### config.mk
export PLATFORM = sky130hd
export DESIGN_NAME = tga_rle_pixel_decoder
export DESIGN_NICKNAME = d
export VERILOG_FILES = /design/src/trle_pkg.sv /design/src/tga_rle_pixel_decoder.sv /design/src/trle_core.sv
export SDC_FILE = /design/constraint.sdc
export NUM_CORES = 1
export LEC_CHECK = 0
export ABC_AREA = 0
export BUFFER_PORTS_ARGS = -buffer_cell sky130_fd_sc_hd__buf_2
export CAP_MARGIN = 20
export CORE_MARGIN = 2
export CORE_UTILIZATION = 55
export CTS_CLUSTER_DIAMETER = 40
export DETAILED_ROUTE_END_ITERATION = 8
export PLACE_DENSITY = 0.75
export SETUP_SLACK_MARGIN = 0.1
export SKIP_CTS_REPAIR_TIMING = 1
export SLEW_MARGIN = 40
export SYNTH_ARGS = -nofsm -noshare
export SYNTH_HDL_FRONTEND = slang
export SYNTH_HIERARCHICAL = 1
export SYNTH_SLANG_ARGS = --single-unit
### constraint.sdc
create_clock -name aclk -period 4.9 [get_ports aclk]
set_input_delay 0.49 -clock aclk [delete_from_list [all_inputs] [get_ports aclk]]
set_output_delay 0.49 -clock aclk [all_outputs]
set_load 0.05 [all_outputs]
### src/trle_pkg.sv
package trle_pkg;

    // configuration register indexes
    localparam logic [7:0] REG_HAS_ALPHA   = 8'd0;
    localparam logic [7:0] REG_RLE         = 8'd1;
    localparam logic [7:0] REG_PIXEL_TOTAL = 8'd2;

    // reset values of the configuration registers
    localparam logic        HAS_ALPHA_RST   = 1'b0;
    localparam logic        RLE_RST         = 1'b1;
    localparam logic [31:0] PIXEL_TOTAL_RST = 32'd1;

    // last byte index of a pixel for three and four byte pixels
    localparam logic [1:0] LAST_IDX_BGR  = 2'd2;
    localparam logic [1:0] LAST_IDX_BGRA = 2'd3;

    typedef struct packed {
        logic        has_alpha;
        logic        run_length_coded;
        logic [31:0] pixel_total;
    } cfg_t;

    typedef struct packed {
        logic [7:0] red;
        logic [7:0] green;
        logic [7:0] blue;
        logic [7:0] alpha;
        logic [7:0] repeat_count;
        logic       image_last;
    } pixel_t;

endpackage

### src/tga_rle_pixel_decoder.sv
// pixel path: the last byte of a pixel passes the input register and then the result register
// throughput: one byte per cycle while m_ready is high, set by the single decode stage
// between input and result registers; one pixel word per three or four pixel bytes
// reset: aresetn synchronous active low; clears the decode state, empties both
// registers and sets has_alpha 0, run_length_coded 1, pixel_total 1
module tga_rle_pixel_decoder (
    input  logic        aclk,
    input  logic        aresetn,

    input  logic        cfg_valid,
    output logic        cfg_ready,
    input  logic [7:0]  cfg_index,
    input  logic [31:0] cfg_data,

    input  logic        s_valid,
    output logic        s_ready,
    input  logic [7:0]  s_data_byte,

    output logic        m_valid,
    input  logic        m_ready,
    output logic [7:0]  m_red,
    output logic [7:0]  m_green,
    output logic [7:0]  m_blue,
    output logic [7:0]  m_alpha,
    output logic [7:0]  m_repeat_count,
    output logic        m_image_last
);

    trle_pkg::cfg_t   cfg_reg;
    logic             in_valid_reg;
    logic [7:0]       in_byte_reg;
    logic             out_valid_reg;
    trle_pkg::pixel_t out_reg;

    logic             fire;
    logic             emit;
    trle_pkg::pixel_t pixel;

    // configuration writes
    assign cfg_ready = 1'b1;

    always_ff @(posedge aclk) begin
        if (!aresetn) begin
            cfg_reg.has_alpha        <= trle_pkg::HAS_ALPHA_RST;
            cfg_reg.run_length_coded <= trle_pkg::RLE_RST;
            cfg_reg.pixel_total      <= trle_pkg::PIXEL_TOTAL_RST;
        end else if (cfg_valid) begin
            unique case (cfg_index)
                trle_pkg::REG_HAS_ALPHA:   cfg_reg.has_alpha        <= cfg_data[0];
                trle_pkg::REG_RLE:         cfg_reg.run_length_coded <= cfg_data[0];
                trle_pkg::REG_PIXEL_TOTAL: cfg_reg.pixel_total      <= cfg_data;
                default: ;
            endcase
        end
    end

    // decode stage advances when the result register can take a word
    assign fire    = in_valid_reg && (!out_valid_reg || m_ready);
    assign s_ready = !in_valid_reg || fire;

    // input register
    always_ff @(posedge aclk) begin
        if (!aresetn) begin
            in_valid_reg <= 1'b0;
        end else if (s_ready) begin
            in_valid_reg <= s_valid;
        end
    end

    always_ff @(posedge aclk) begin
        if (s_ready && s_valid) begin
            in_byte_reg <= s_data_byte;
        end
    end

    trle_core u_core (
        .aclk      (aclk),
        .aresetn   (aresetn),
        .fire      (fire),
        .data_byte (in_byte_reg),
        .cfg       (cfg_reg),
        .emit      (emit),
        .pixel     (pixel)
    );

    // result register
    always_ff @(posedge aclk) begin
        if (!aresetn) begin
            out_valid_reg <= 1'b0;
        end else if (fire && emit) begin
            out_valid_reg <= 1'b1;
        end else if (m_ready) begin
            out_valid_reg <= 1'b0;
        end
    end

    always_ff @(posedge aclk) begin
        if (fire && emit) begin
            out_reg <= pixel;
        end
    end

    assign m_valid        = out_valid_reg;
    assign m_red          = out_reg.red;
    assign m_green        = out_reg.green;
    assign m_blue         = out_reg.blue;
    assign m_alpha        = out_reg.alpha;
    assign m_repeat_count = out_reg.repeat_count;
    assign m_image_last   = out_reg.image_last;

endmodule

### src/trle_core.sv
module trle_core (
    input  logic                  aclk,
    input  logic                  aresetn,
    input  logic                  fire,
    input  logic [7:0]            data_byte,
    input  trle_pkg::cfg_t        cfg,
    output logic                  emit,
    output trle_pkg::pixel_t      pixel
);

    logic        expect_header_reg, expect_header_next;
    logic        is_run_reg, is_run_next;
    logic [7:0]  left_reg, left_next;
    logic [1:0]  bip_reg, bip_next;
    logic [23:0] hold_reg, hold_next;
    logic [31:0] done_reg, done_next;

    logic [1:0]  last_idx;
    logic        total_gt;
    logic [31:0] remaining;
    logic        rem_small;
    logic [7:0]  left_eff;
    logic [7:0]  count_raw;
    logic        clip;
    logic        img_done;

    // remaining pixels of the image and clipping of the count
    always_comb begin
        last_idx  = cfg.has_alpha ? trle_pkg::LAST_IDX_BGRA : trle_pkg::LAST_IDX_BGR;
        total_gt  = cfg.pixel_total > done_reg;
        remaining = total_gt ? (cfg.pixel_total - done_reg) : 32'd1;
        rem_small = (remaining[31:8] == 24'd0);
        left_eff  = (left_reg == 8'd0) ? 8'd1 : left_reg;
        count_raw = (cfg.run_length_coded && is_run_reg) ? left_eff : 8'd1;
        clip      = rem_small && (count_raw > remaining[7:0]);
        img_done  = rem_small && (count_raw >= remaining[7:0]);
    end

    // per byte decode
    always_comb begin
        expect_header_next = expect_header_reg;
        is_run_next        = is_run_reg;
        left_next          = left_reg;
        bip_next           = bip_reg;
        hold_next          = hold_reg;
        done_next          = done_reg;
        emit               = 1'b0;

        pixel.blue         = hold_reg[7:0];
        pixel.green        = hold_reg[15:8];
        pixel.red          = cfg.has_alpha ? hold_reg[23:16] : data_byte;
        pixel.alpha        = cfg.has_alpha ? data_byte : 8'd0;
        pixel.repeat_count = clip ? remaining[7:0] : count_raw;
        pixel.image_last   = img_done;

        if (cfg.run_length_coded && expect_header_reg) begin
            // packet header
            is_run_next        = data_byte[7];
            left_next          = {1'b0, data_byte[6:0]} + 8'd1;
            expect_header_next = 1'b0;
            bip_next           = 2'd0;
        end else if (bip_reg < last_idx) begin
            // collect a colour byte
            case (bip_reg)
                2'd0:    hold_next[7:0]   = data_byte;
                2'd1:    hold_next[15:8]  = data_byte;
                2'd2:    hold_next[23:16] = data_byte;
                default: ;
            endcase
            bip_next = bip_reg + 2'd1;
        end else begin
            // last byte of a pixel
            emit     = 1'b1;
            bip_next = 2'd0;
            if (cfg.run_length_coded) begin
                if (is_run_reg) begin
                    expect_header_next = 1'b1;
                    left_next          = 8'd0;
                end else begin
                    left_next = left_eff - 8'd1;
                    if (left_eff == 8'd1) begin
                        expect_header_next = 1'b1;
                    end
                end
            end
            if (img_done) begin
                expect_header_next = 1'b1;
                is_run_next        = 1'b0;
                left_next          = 8'd0;
                bip_next           = 2'd0;
                hold_next          = 24'd0;
                done_next          = 32'd0;
            end else begin
                done_next = done_reg + {24'd0, count_raw};
            end
        end
    end

    // decode state
    always_ff @(posedge aclk) begin
        if (!aresetn) begin
            expect_header_reg <= 1'b1;
            is_run_reg        <= 1'b0;
            left_reg          <= 8'd0;
            bip_reg           <= 2'd0;
            hold_reg          <= 24'd0;
            done_reg          <= 32'd0;
        end else if (fire) begin
            expect_header_reg <= expect_header_next;
            is_run_reg        <= is_run_next;
            left_reg          <= left_next;
            bip_reg           <= bip_next;
            hold_reg          <= hold_next;
            done_reg          <= done_next;
        end
    end

`ifndef SYNTH
    a_count_nonzero: assert property (@(posedge aclk) disable iff (!aresetn)
        fire && emit |-> pixel.repeat_count != 8'd0)
        else $error("zero repeat count emitted");

    a_image_end_clears: assert property (@(posedge aclk) disable iff (!aresetn)
        fire && emit && pixel.image_last |=> done_reg == 32'd0 && expect_header_reg)
        else $error("state not cleared at image end");

    a_run_ends_packet: assert property (@(posedge aclk) disable iff (!aresetn)
        fire && emit && cfg.run_length_coded && is_run_reg |=> expect_header_reg)
        else $error("run packet did not return to header");

    a_done_below_total: assert property (@(posedge aclk) disable iff (!aresetn)
        fire && emit && !pixel.image_last |=> done_reg < cfg.pixel_total)
        else $error("pixel count reached total without image end");
`endif

endmodule
==> results of run 1 <==
## final cells by class
type | instances | area share, %
Multi-Input combinational cell | 753 | 49.85
Clock inverter | 15 | 1.437
Timing Repair Buffer | 116 | 6.164
Inverter | 60 | 2.150
Antenna cell | 1 | 0.02375
Tap cell | 220 | 2.613
Clock buffer | 17 | 4.038
Sequential cell | 153 | 33.73
## synthesized netlist by cell type (13+ instances only)
cell type and n:
dfxtp_1 104, a21oi_1 93, nor2_1 82, nand2_1 80, inv_1 59, ha_1 54, nand4_1 52, edfxtp_1 49
clkbuf_1 42, xnor2_1 35, o21ai_0 31, nand3_1 22, o31ai_2 20, buf_4 18, nor3_1 18, a21o_1 16
a32o_1 16, and2_1 15, and3_1 14, o31ai_1 13
## layer usage
metal	GRT usage [%]	part of all wire, %
met2	44.08	47
met5	0	0
met3	3.604	5.0
met4	8.830	2.1
met1	36.72	45
## layout by cell type, fill, tap and decap left out, types with 17 or more instances in the layout
cell / instances
a21oi_1: 93
buf_2: 95
buf_4: 19
clkbuf_16: 17
dfxtp_1: 104
edfxtp_1: 49
ha_1: 52
inv_1: 59
nand2_1: 80
nand3_1: 22
nand4_1: 52
nor2_1: 82
nor3_1: 17
o21ai_0: 31
o31ai_2: 20
xnor2_1: 35
## through the flow
| stage | util, % | total power [mW] | hold WS [ns] | instances |
|---|---|---|---|---|
| after floorplan | - | 1.521 | 0.4274 | 1045 |
| after global placement | 59.14 | 1.578 | 0.4154 | 1295 |
| after detailed placement | 59.21 | 1.581 | 0.4175 | 1295 |
| after CTS | 62.67 | 2.870 | 0.2245 | 1327 |
| after global routing | 63.29 | 2.964 | 0.2251 | 1334 |
| final | 63.30 | 2.876 | 0.2317 | 1335 |
## worst max-delay path: cells and delay by family (launching register included)
family	cells	cell delay (ns)
compound gates	11	2.14
buf+inv	2	0.24
simple gates	4	0.86
flops	1	0.37
fa+ha+maj	3	0.85
## power by group through the flow
stage	combinational, mW	clock [mW]	sequential, mW
after floorplan	0.169	0	1.35
after global placement	0.216	0	1.36
after detailed placement	0.219	0	1.36
after CTS	0.220	1.32	1.33
after global routing	0.262	1.37	1.34
final	0.241	1.30	1.34
## worst paths after layout
kind | start | end | slack, ns | cells after the start
max | u_core/done_reg[0]$_SDFFE_PN0P_ | u_core/left_reg[3]$_SDFFE_PN0P_ | 0.35 | 20
min | s_data_byte[7] | in_byte_reg[7]$_DFFE_PP_ | 0.23 | 1
max reg2reg | u_core/done_reg[0]$_SDFFE_PN0P_ | u_core/left_reg[3]$_SDFFE_PN0P_ | 0.35 | 20
min reg2reg | u_core/hold_reg[14]$_SDFFE_PN0P_ | m_green[6]$_DFFE_PP_ | 0.44 | 0
## logic make-up after synthesis
family | share of synthesized area [%]
simple gates | 17.41
other cells | 0.03993
buf+inv | 6.901
mux | 2.252
fa+ha+maj | 7.621
xor+xnor | 4.290
flops | 37.84
compound gates | 23.65
==> run_results.csv, run 1 <==
group,metric,value,unit
run_status,status,"finished, final reports clean",
timing,tightestPinTransition,0.7526,ns
routing,drt_iter0_drc,743,
power_and_ir_drop,power.density,273.0,nW/um2
power_and_ir_drop,power.switching,0.7475,mW
clock_network,clk_latency,0.43,ns
hold_path,hp-class,"input port to register",
die,die_h,134.7,um
global_route,grtUsageTotal,26.85,%
power_and_ir_drop,power.share.switching,25.99,%
timing,hold_violations,0,
worst_setup_path,crit_fanout,11,
worst_setup_path,max_stage_delay,0.58,ns
yosys,yosys.area.top_type,"dfxtp_1",
clock_network,htree_num_levels,4,
yosys,ys_seq_area_share,37.84,%
clock_network,cts-buffers-inserted,17,
placed_design,dpl_worst_slack,0.2423,ns
worst_setup_path,worst_setup_path_start_kind,"register",
yosys,yosysWarnings,6,
cells_and_area,fill_cells,1403,
timing,rsz0062_at_grt,"false",
worst_setup_path,path_cells,"ha_1 -> inv_1 -> fa_1 -> a211oi_2 -> o211a_1 -> o211ai_1 -> a31oi_2 -> nor3_1 -> a2111oi_2 -> a31oi_2 -> buf_4 -> nand2_1 -> ha_1 -> a21o_1 -> a21o_1 -> a21oi_1 -> nand2_1 -> a21boi_4 -> or4_1 -> o221ai_1",
global_route,grt_antenna_before_repair,0,
clock_network,cts_root_buf,"clkbuf_16",
die,die_area,18140,um2
power_and_ir_drop,clockPowerShare,45.2,%
cells_and_area,synthToLayoutAreaGrowth,12.18,%
timing,fin_ws,0.3496,ns
routing,dr.pass1.iters,7,
clock_network,cts_buffer_depth,2,
timing,slew_violations,0,
power_and_ir_drop,p_leak,4.426,nW
routing,drc,0,
cells_and_area,final_nets,1210,
routing,wire_per_inst,18.36,um
routing,vias,8254,
worst_setup_path,worstPathRequired,5.25,ns
yosys,netlist.area_leader.share,22.17,%
worst_setup_path,path_class,"register to register",
global_route,grt-ovfl-total,0,
die,num_io_pins,97,
placed_design,gp_congestion,0.9837,
cells_and_area,largest_reg_flops,34,
placed_design,portBuffers,95,
cells_and_area,drive_above_1_share,18.13,%
timing,min_period,4.550,ns
timing,timing.fmax,0.2198,GHz
die,initial_utilization,56.43,%
yosys,yosys-top-cells-area,"dfxtp_1 (22%), edfxtp_1 (16%), ha_1 (7.2%)",
routing,drtAntennaViolNets,0,
yosys,synth_edf_count,49,
die,row_count,47,
placed_design,hpwl,17760,um
yosys,synthArstFlopShare,0,%
worst_setup_path,cp.arrival,4.90,ns
global_route,grt_pass1_vias,7600,
power_and_ir_drop,p_int,2.129,mW
die,coreArea,16640,um2
clock_network,clk_pin_slew_worst_paths,0.07,ns
yosys,synthesis.nets,1154,
routing,viasPerCell,6.183,
timing,relSlewSlack,49.76,%
yosys,ys_types,86,
placed_design,placed_cell_area,9853,um2
flow_run,maxCapViolations,0,
timing,setup_viol,0,
die,fp.dieW,134.7,um
global_route,grt_max_degree,42,
yosys,netlist_area,9392,um2
cells_and_area,multiInputGateArea,5251,um2
routing,drt-total-wl,24510,um
cells_and_area,stdcell_area,10540,um2
worst_setup_path,crit_path_end_kind,"register",
clock_network,clkSinkCount,153,
yosys,syn_inst,1045,
yosys,ys_ff_latch,153,
yosys,ys.flop_type,"dfxtp_1",
power_and_ir_drop,power_frac_comb,8.4,%
yosys,synth.avg_cell_area,8.987,um2
power_and_ir_drop,vdd_ir_drop_max,250.0,uV
cells_and_area,regArea,3553,um2
timing,fin_crit_sh,92.87,%
timing,setup_tns,0,ns
global_route,grt_pass1_wl,38940,um
clock_network,cts_tree,"yes",
timing,skew,0.01063,ns
power_and_ir_drop,p_seq_share,46.4,%
worst_setup_path,worst_path_max_delay_cell,"or4_1",
Note: power is estimated with default switching activity, not from simulation.
==> inputs of run 2 (changes only) <==
--- a/config.mk
+++ b/config.mk
@@ -12,7 +12,8 @@
 export CORE_UTILIZATION = 55
 export CTS_CLUSTER_DIAMETER = 40
 export DETAILED_ROUTE_END_ITERATION = 8
-export PLACE_DENSITY = 0.75
+export GPL_ROUTABILITY_DRIVEN = 1
+export PLACE_DENSITY = 0.72
 export SETUP_SLACK_MARGIN = 0.1
 export SKIP_CTS_REPAIR_TIMING = 1
 export SLEW_MARGIN = 40
==> run_results.csv, run 2 (synthesized netlist as in run 1, its figures left out) <==
group,metric,value,unit
run_status,status,"finished, final reports clean",
die,die_area,18140,um2
timing,min_period,4.471,ns
worst_setup_path,crit_path_end_kind,"register",
routing,viasPerCell,6.110,
timing,holdWs,0.2377,ns
timing,setup_viol,0,
clock_network,cts_buffer_depth,2,
cells_and_area,mostFrequentLayoutCells,"dfxtp_1 (104), buf_2 (95), a21oi_1 (93)",
placed_design,dpl_worst_slack,0.2125,ns
global_route,grt_antenna_before_repair,0,
power_and_ir_drop,vdd_ir_drop_max,281.1,uV
clock_network,cts_tree,"yes",
worst_setup_path,max_stage_delay,0.55,ns
power_and_ir_drop,clockPowerShare,46.6,%
global_route,grt-ovfl-total,0,
clock_network,htree_num_levels,4,
routing,drt-total-wl,24130,um
worst_setup_path,crit_fanout,7,
routing,drt_iter0_drc,750,
global_route,grtUsageTotal,26.65,%
worst_setup_path,worst_path_max_delay_cell,"or4_1",
cells_and_area,synthToLayoutAreaGrowth,11.95,%
worst_setup_path,path_cells,"ha_1 -> inv_1 -> fa_2 -> a211oi_2 -> o211a_1 -> o211ai_1 -> a31oi_2 -> nor3_1 -> a2111oi_1 -> a31oi_1 -> buf_4 -> buf_4 -> nand2_1 -> ha_1 -> a21o_1 -> a21o_1 -> a21oi_1 -> nand2_1 -> a21boi_4 -> or4_1 -> o221ai_1",
worst_setup_path,worstPathRequired,5.25,ns
timing,hold_violations,0,
global_route,grt_pass1_vias,7444,
cells_and_area,largest_reg_flops,34,
timing,setup_tns,0,ns
cells_and_area,drive_above_1_share,17.57,%
routing,vias,8126,
clock_network,clk_latency,0.43,ns
cells_and_area,final_nets,1206,
global_route,grt_max_degree,42,
timing,fin_crit_sh,91.24,%
timing,fin_ws,0.4290,ns
placed_design,gp_congestion,0.9889,
clock_network,clk_pin_slew_worst_paths,0.07,ns
placed_design,hpwl,17940,um
die,num_io_pins,97,
worst_setup_path,path_class,"register to register",
power_and_ir_drop,p_leak,4.420,nW
timing,skew,0.009521,ns
routing,dr.pass1.iters,9,
cells_and_area,antenna_cells,0,
die,die_h,134.7,um
power_and_ir_drop,total_power,2.925,mW
placed_design,portBuffers,95,
global_route,grt_pass1_wl,38180,um
die,fp.dieW,134.7,um
power_and_ir_drop,power.density,278.2,nW/um2
die,initial_utilization,56.43,%
power_and_ir_drop,power.share.switching,25.63,%
worst_setup_path,cp_top_family,"compound AO/OA/AOI/OAI gates",
power_and_ir_drop,power_frac_comb,7.8,%
worst_setup_path,cp.arrival,4.82,ns
clock_network,clkSinkCount,153,
routing,wire_per_inst,18.14,um
worst_setup_path,worst_setup_path_start_kind,"register",
power_and_ir_drop,p_seq_share,45.6,%
timing,tightestPinTransition,0.7943,ns
power_and_ir_drop,power.switching,0.7498,mW
hold_path,hp-class,"input port to register",
routing,drc,0,
timing,rsz0062_at_grt,"false",
power_and_ir_drop,p_int,2.175,mW
flow_run,maxCapViolations,0,
routing,drtAntennaViolNets,0,
timing,relSlewSlack,46.56,%
clock_network,cts_root_buf,"clkbuf_16",
clock_network,cts-buffers-inserted,17,
worst_setup_path,crit_buf_inv,3,
timing,slew_violations,0,
die,row_count,47,
cells_and_area,mostFrequentLayoutCell,"dfxtp_1",
timing,timing.fmax,0.2237,GHz
die,coreArea,16640,um2
## run 2: through the flow
stage	std cells	area, um2	utilization (%)
CTS	1326	10460	62.83
finish	1330	10510	63.18
global route	1330	10510	63.18
floorplan	1045	9392	-
global placement	1294	9834	59.09
detailed placement	1294	9846	59.16
## run 2: worst paths after layout
check	startpoint	end	slack, ns	cells past startpoint
min	s_data_byte[5]	in_byte_reg[5]$_DFFE_PP_	0.24	1
max reg2reg	u_core/done_reg[0]$_SDFFE_PN0P_	u_core/left_reg[3]$_SDFFE_PN0P_	0.43	21
max	u_core/done_reg[0]$_SDFFE_PN0P_	u_core/left_reg[3]$_SDFFE_PN0P_	0.43	21
min reg2reg	u_core/hold_reg[12]$_SDFFE_PN0P_	m_green[4]$_DFFE_PP_	0.44	0
## run 2: layout make-up
type	instances	area, um2
fill	1388	6128
multi-input combinational	753	5233
sequential	153	3553
timing repair buffer	112	615.6
clock buffer	18	429.2
tap	220	275.3
inverter	60	226.5
clock inverter	14	181.4
## run 2: layer usage
metal | GRT usage (%) | vias to the layer above | wire length [um]
met1 | 37.32 | 3854 | 11320
met5 | 0 | - | 0
li1 | - | 3954 | -
met4 | 9.006 | 0 | 524
met3 | 3.641 | 35 | 1218
met2 | 42.53 | 283 | 11060
## run 2: power by group through the flow
stage          sequential [mW]  combinational (mW)  clock [mW]
6_report                  1.34               0.227        1.36
5_1_grt                   1.34               0.247        1.43
4_1_cts                   1.33               0.219        1.38
3_5_place_dp              1.36               0.218           0
3_3_place_gp              1.36               0.216           0
2_1_floorplan             1.35               0.169           0
==> inputs of run 3 (changes only) <==
--- a/config.mk
+++ b/config.mk
@@ -9,14 +9,13 @@
 export BUFFER_PORTS_ARGS = -buffer_cell sky130_fd_sc_hd__buf_2
 export CAP_MARGIN = 20
 export CORE_MARGIN = 2
-export CORE_UTILIZATION = 55
+export CORE_UTILIZATION = 50
 export CTS_CLUSTER_DIAMETER = 40
 export DETAILED_ROUTE_END_ITERATION = 8
 export GPL_ROUTABILITY_DRIVEN = 1
-export PLACE_DENSITY = 0.72
+export PLACE_DENSITY = 0.66
 export SETUP_SLACK_MARGIN = 0.1
 export SKIP_CTS_REPAIR_TIMING = 1
-export SLEW_MARGIN = 40
 export SYNTH_ARGS = -nofsm -noshare
 export SYNTH_HDL_FRONTEND = slang
 export SYNTH_HIERARCHICAL = 1
==> run_results.csv, run 3 (synthesized netlist as in run 1, its figures left out) <==
group,metric,value,unit
die,die_h,141.1,um
timing,tightestPinTransition,1.158,ns
die,die_area,19900,um2
die,num_io_pins,97,
hold_path,hold_path.startpoint,"s_data_byte[4]",
clock_network,cts_tree,"yes",
timing,timing.fmax,0.2216,GHz
cells_and_area,final_nets,1202,
cells_and_area,fin_util,56.57,%
clock_network,cts_buffer_depth,2,
die,row_count,50,
die,fp.dieW,141.1,um
worst_setup_path,crit_path_end_kind,"register",
global_route,grt_pass1_vias,7676,
worst_setup_path,critPathLaunch,"u_core/done_reg[0]$_SDFFE_PN0P_",
global_route,grt_pass1_wl,38990,um
timing,hold_violations,0,
worst_setup_path,timing.rr.end,"u_core/left_reg[3]$_SDFFE_PN0P_",
clock_network,cts_root_buf,"clkbuf_16",
global_route,grtUsageTotal,24.43,%
power_and_ir_drop,p_leak,4.389,nW
flow_run,maxCapViolations,0,
timing,slew_violations,0,
power_and_ir_drop,vdd_ir_drop_max,252.5,uV
cells_and_area,mostFrequentLayoutCells,"dfxtp_1 (103), buf_2 (95), a21oi_1 (93)",
timing,fin_crit_sh,92.10,%
cells_and_area,drive_above_1_share,17.81,%
worst_setup_path,reg2reg_depth,20,
routing,drt-total-wl,24180,um
power_and_ir_drop,power.density,272.0,nW/um2
clock_network,htree_num_levels,4,
run_status,status,"finished, final reports clean",
cells_and_area,synthToLayoutAreaGrowth,11.92,%
worst_setup_path,worst_setup_path_start_kind,"register",
die,initial_utilization,50.55,%
worst_setup_path,rr_startpoint,"u_core/done_reg[0]$_SDFFE_PN0P_",
routing,dr.pass1.iters,5,
clock_network,clk_latency,0.43,ns
hold_path,hold_depth,1,
clock_network,clk_pin_slew_worst_paths,0.07,ns
hold_path,whs_endpoint,"in_byte_reg[4]$_DFFE_PP_",
timing,rsz0062_at_grt,"false",
routing,vias,8040,
clock_network,cts-buffers-inserted,17,
global_route,grt_max_degree,42,
routing,drtAntennaViolNets,0,
worst_setup_path,cp.arrival,4.86,ns
global_route,grt-ovfl-total,0,
global_route,grt_antenna_before_repair,1,
worst_setup_path,crit_fanout,10,
worst_setup_path,path_class,"register to register",
timing,skew,0.01630,ns
placed_design,portBuffers,95,
routing,wire_per_inst,18.03,um
worst_setup_path,worstPathRequired,5.25,ns
routing,viasPerCell,5.996,
routing,drt_iter0_drc,649,
timing,setup_tns,0,ns
clock_network,clkSinkCount,153,
cells_and_area,largest_reg_flops,34,
timing,min_period,4.513,ns
cells_and_area,mostFrequentLayoutCell,"dfxtp_1",
timing,setup_viol,0,
placed_design,gp_congestion,0.9833,
placed_design,hpwl,17760,um
hold_path,hp-class,"input port to register",
routing,drc,0,
die,coreArea,18580,um2
worst_setup_path,reg2reg_slack,0.39,ns
timing,relSlewSlack,22.81,%
## run 3: final cells by class
class,count,area [um2]
antenna,1,2.502
clock buffer,17,425.4
clock inverter,15,156.4
fill,1694,8069
inverter,60,225.2
multi-input combinational,753,5240
sequential,153,3555
tap,234,292.8
timing repair buffer,108,614.3
## run 3: layer usage
metal / routed length (um) / up-vias / GRT usage [%] / part of all wire (%)
li1: - / 3949 / - / -
met1: 11280 / 3802 / 33.40 / 47
met2: 11160 / 251 / 39.00 / 46
met3: 1221 / 38 / 4.280 / 5.0
met4: 514 / 0 / 8.789 / 2.1
met5: 0 / - / 0 / 0
## run 3: per-stage QoR
| stage | setup WS, ns | cells | cell area (um2) | hold slack, ns | total power [mW] |
|---|---|---|---|---|---|
| CTS | 0.2024 | 1338 | 10440 | 0.2182 | 2.868 |
| global placement | 0.3953 | 1306 | 9853 | 0.4151 | 1.581 |
| finish | 0.3871 | 1341 | 10510 | 0.2331 | 2.859 |
| detailed placement | 0.2521 | 1306 | 9853 | 0.4148 | 1.581 |
| global route | 0.08660 | 1341 | 10510 | 0.2210 | 2.955 |
| floorplan | 0.5559 | 1045 | 9392 | 0.4274 | 1.521 |
## run 3: where the power goes
group / leakage [nW] / switching, mW / total, mW / internal [mW]
clock network: 0.276 / 0.577 / 1.29 / 0.717
logic: 2.77 / 0.143 / 0.230 / 0.0865
registers: 1.35 / 0.0202 / 1.34 / 1.32
total: 4.39 / 0.740 / 2.86 / 2.12
## run 3: critical path, stage by stage, from the launching register on
cell       delay [ns]
dfxtp_1          0.36
ha_1             0.17
inv_1            0.05
fa_1             0.43
a211oi_2         0.27
o211a_1          0.22
o211ai_1         0.12
a31oi_2          0.24
nor3_1           0.08
a2111oi_2        0.32
a31oi_2          0.10
buf_4            0.21
nand2_1          0.09
ha_1             0.24
a21o_1           0.16
a21o_1           0.17
a21oi_1          0.17
nand2_1          0.09
a21boi_4         0.18
or4_1            0.55
o221ai_1         0.18
## run 3: how the worst max path moves through the flow
stage / endpoint / slack [ns]
final: u_core/left_reg[3]$_SDFFE_PN0P_ / 0.39
after global routing: u_core/left_reg[5]$_SDFFE_PN0P_ / 0.09
after CTS: u_core/hold_reg[7]$_SDFFE_PN0P_ / 0.20
after detailed placement: u_core/hold_reg[4]$_SDFFE_PN0P_ / 0.25
after global placement: u_core/hold_reg[0]$_SDFFE_PN0P_ / 0.40
after floorplan: u_core/left_reg[3]$_SDFFE_PN0P_ / 0.56
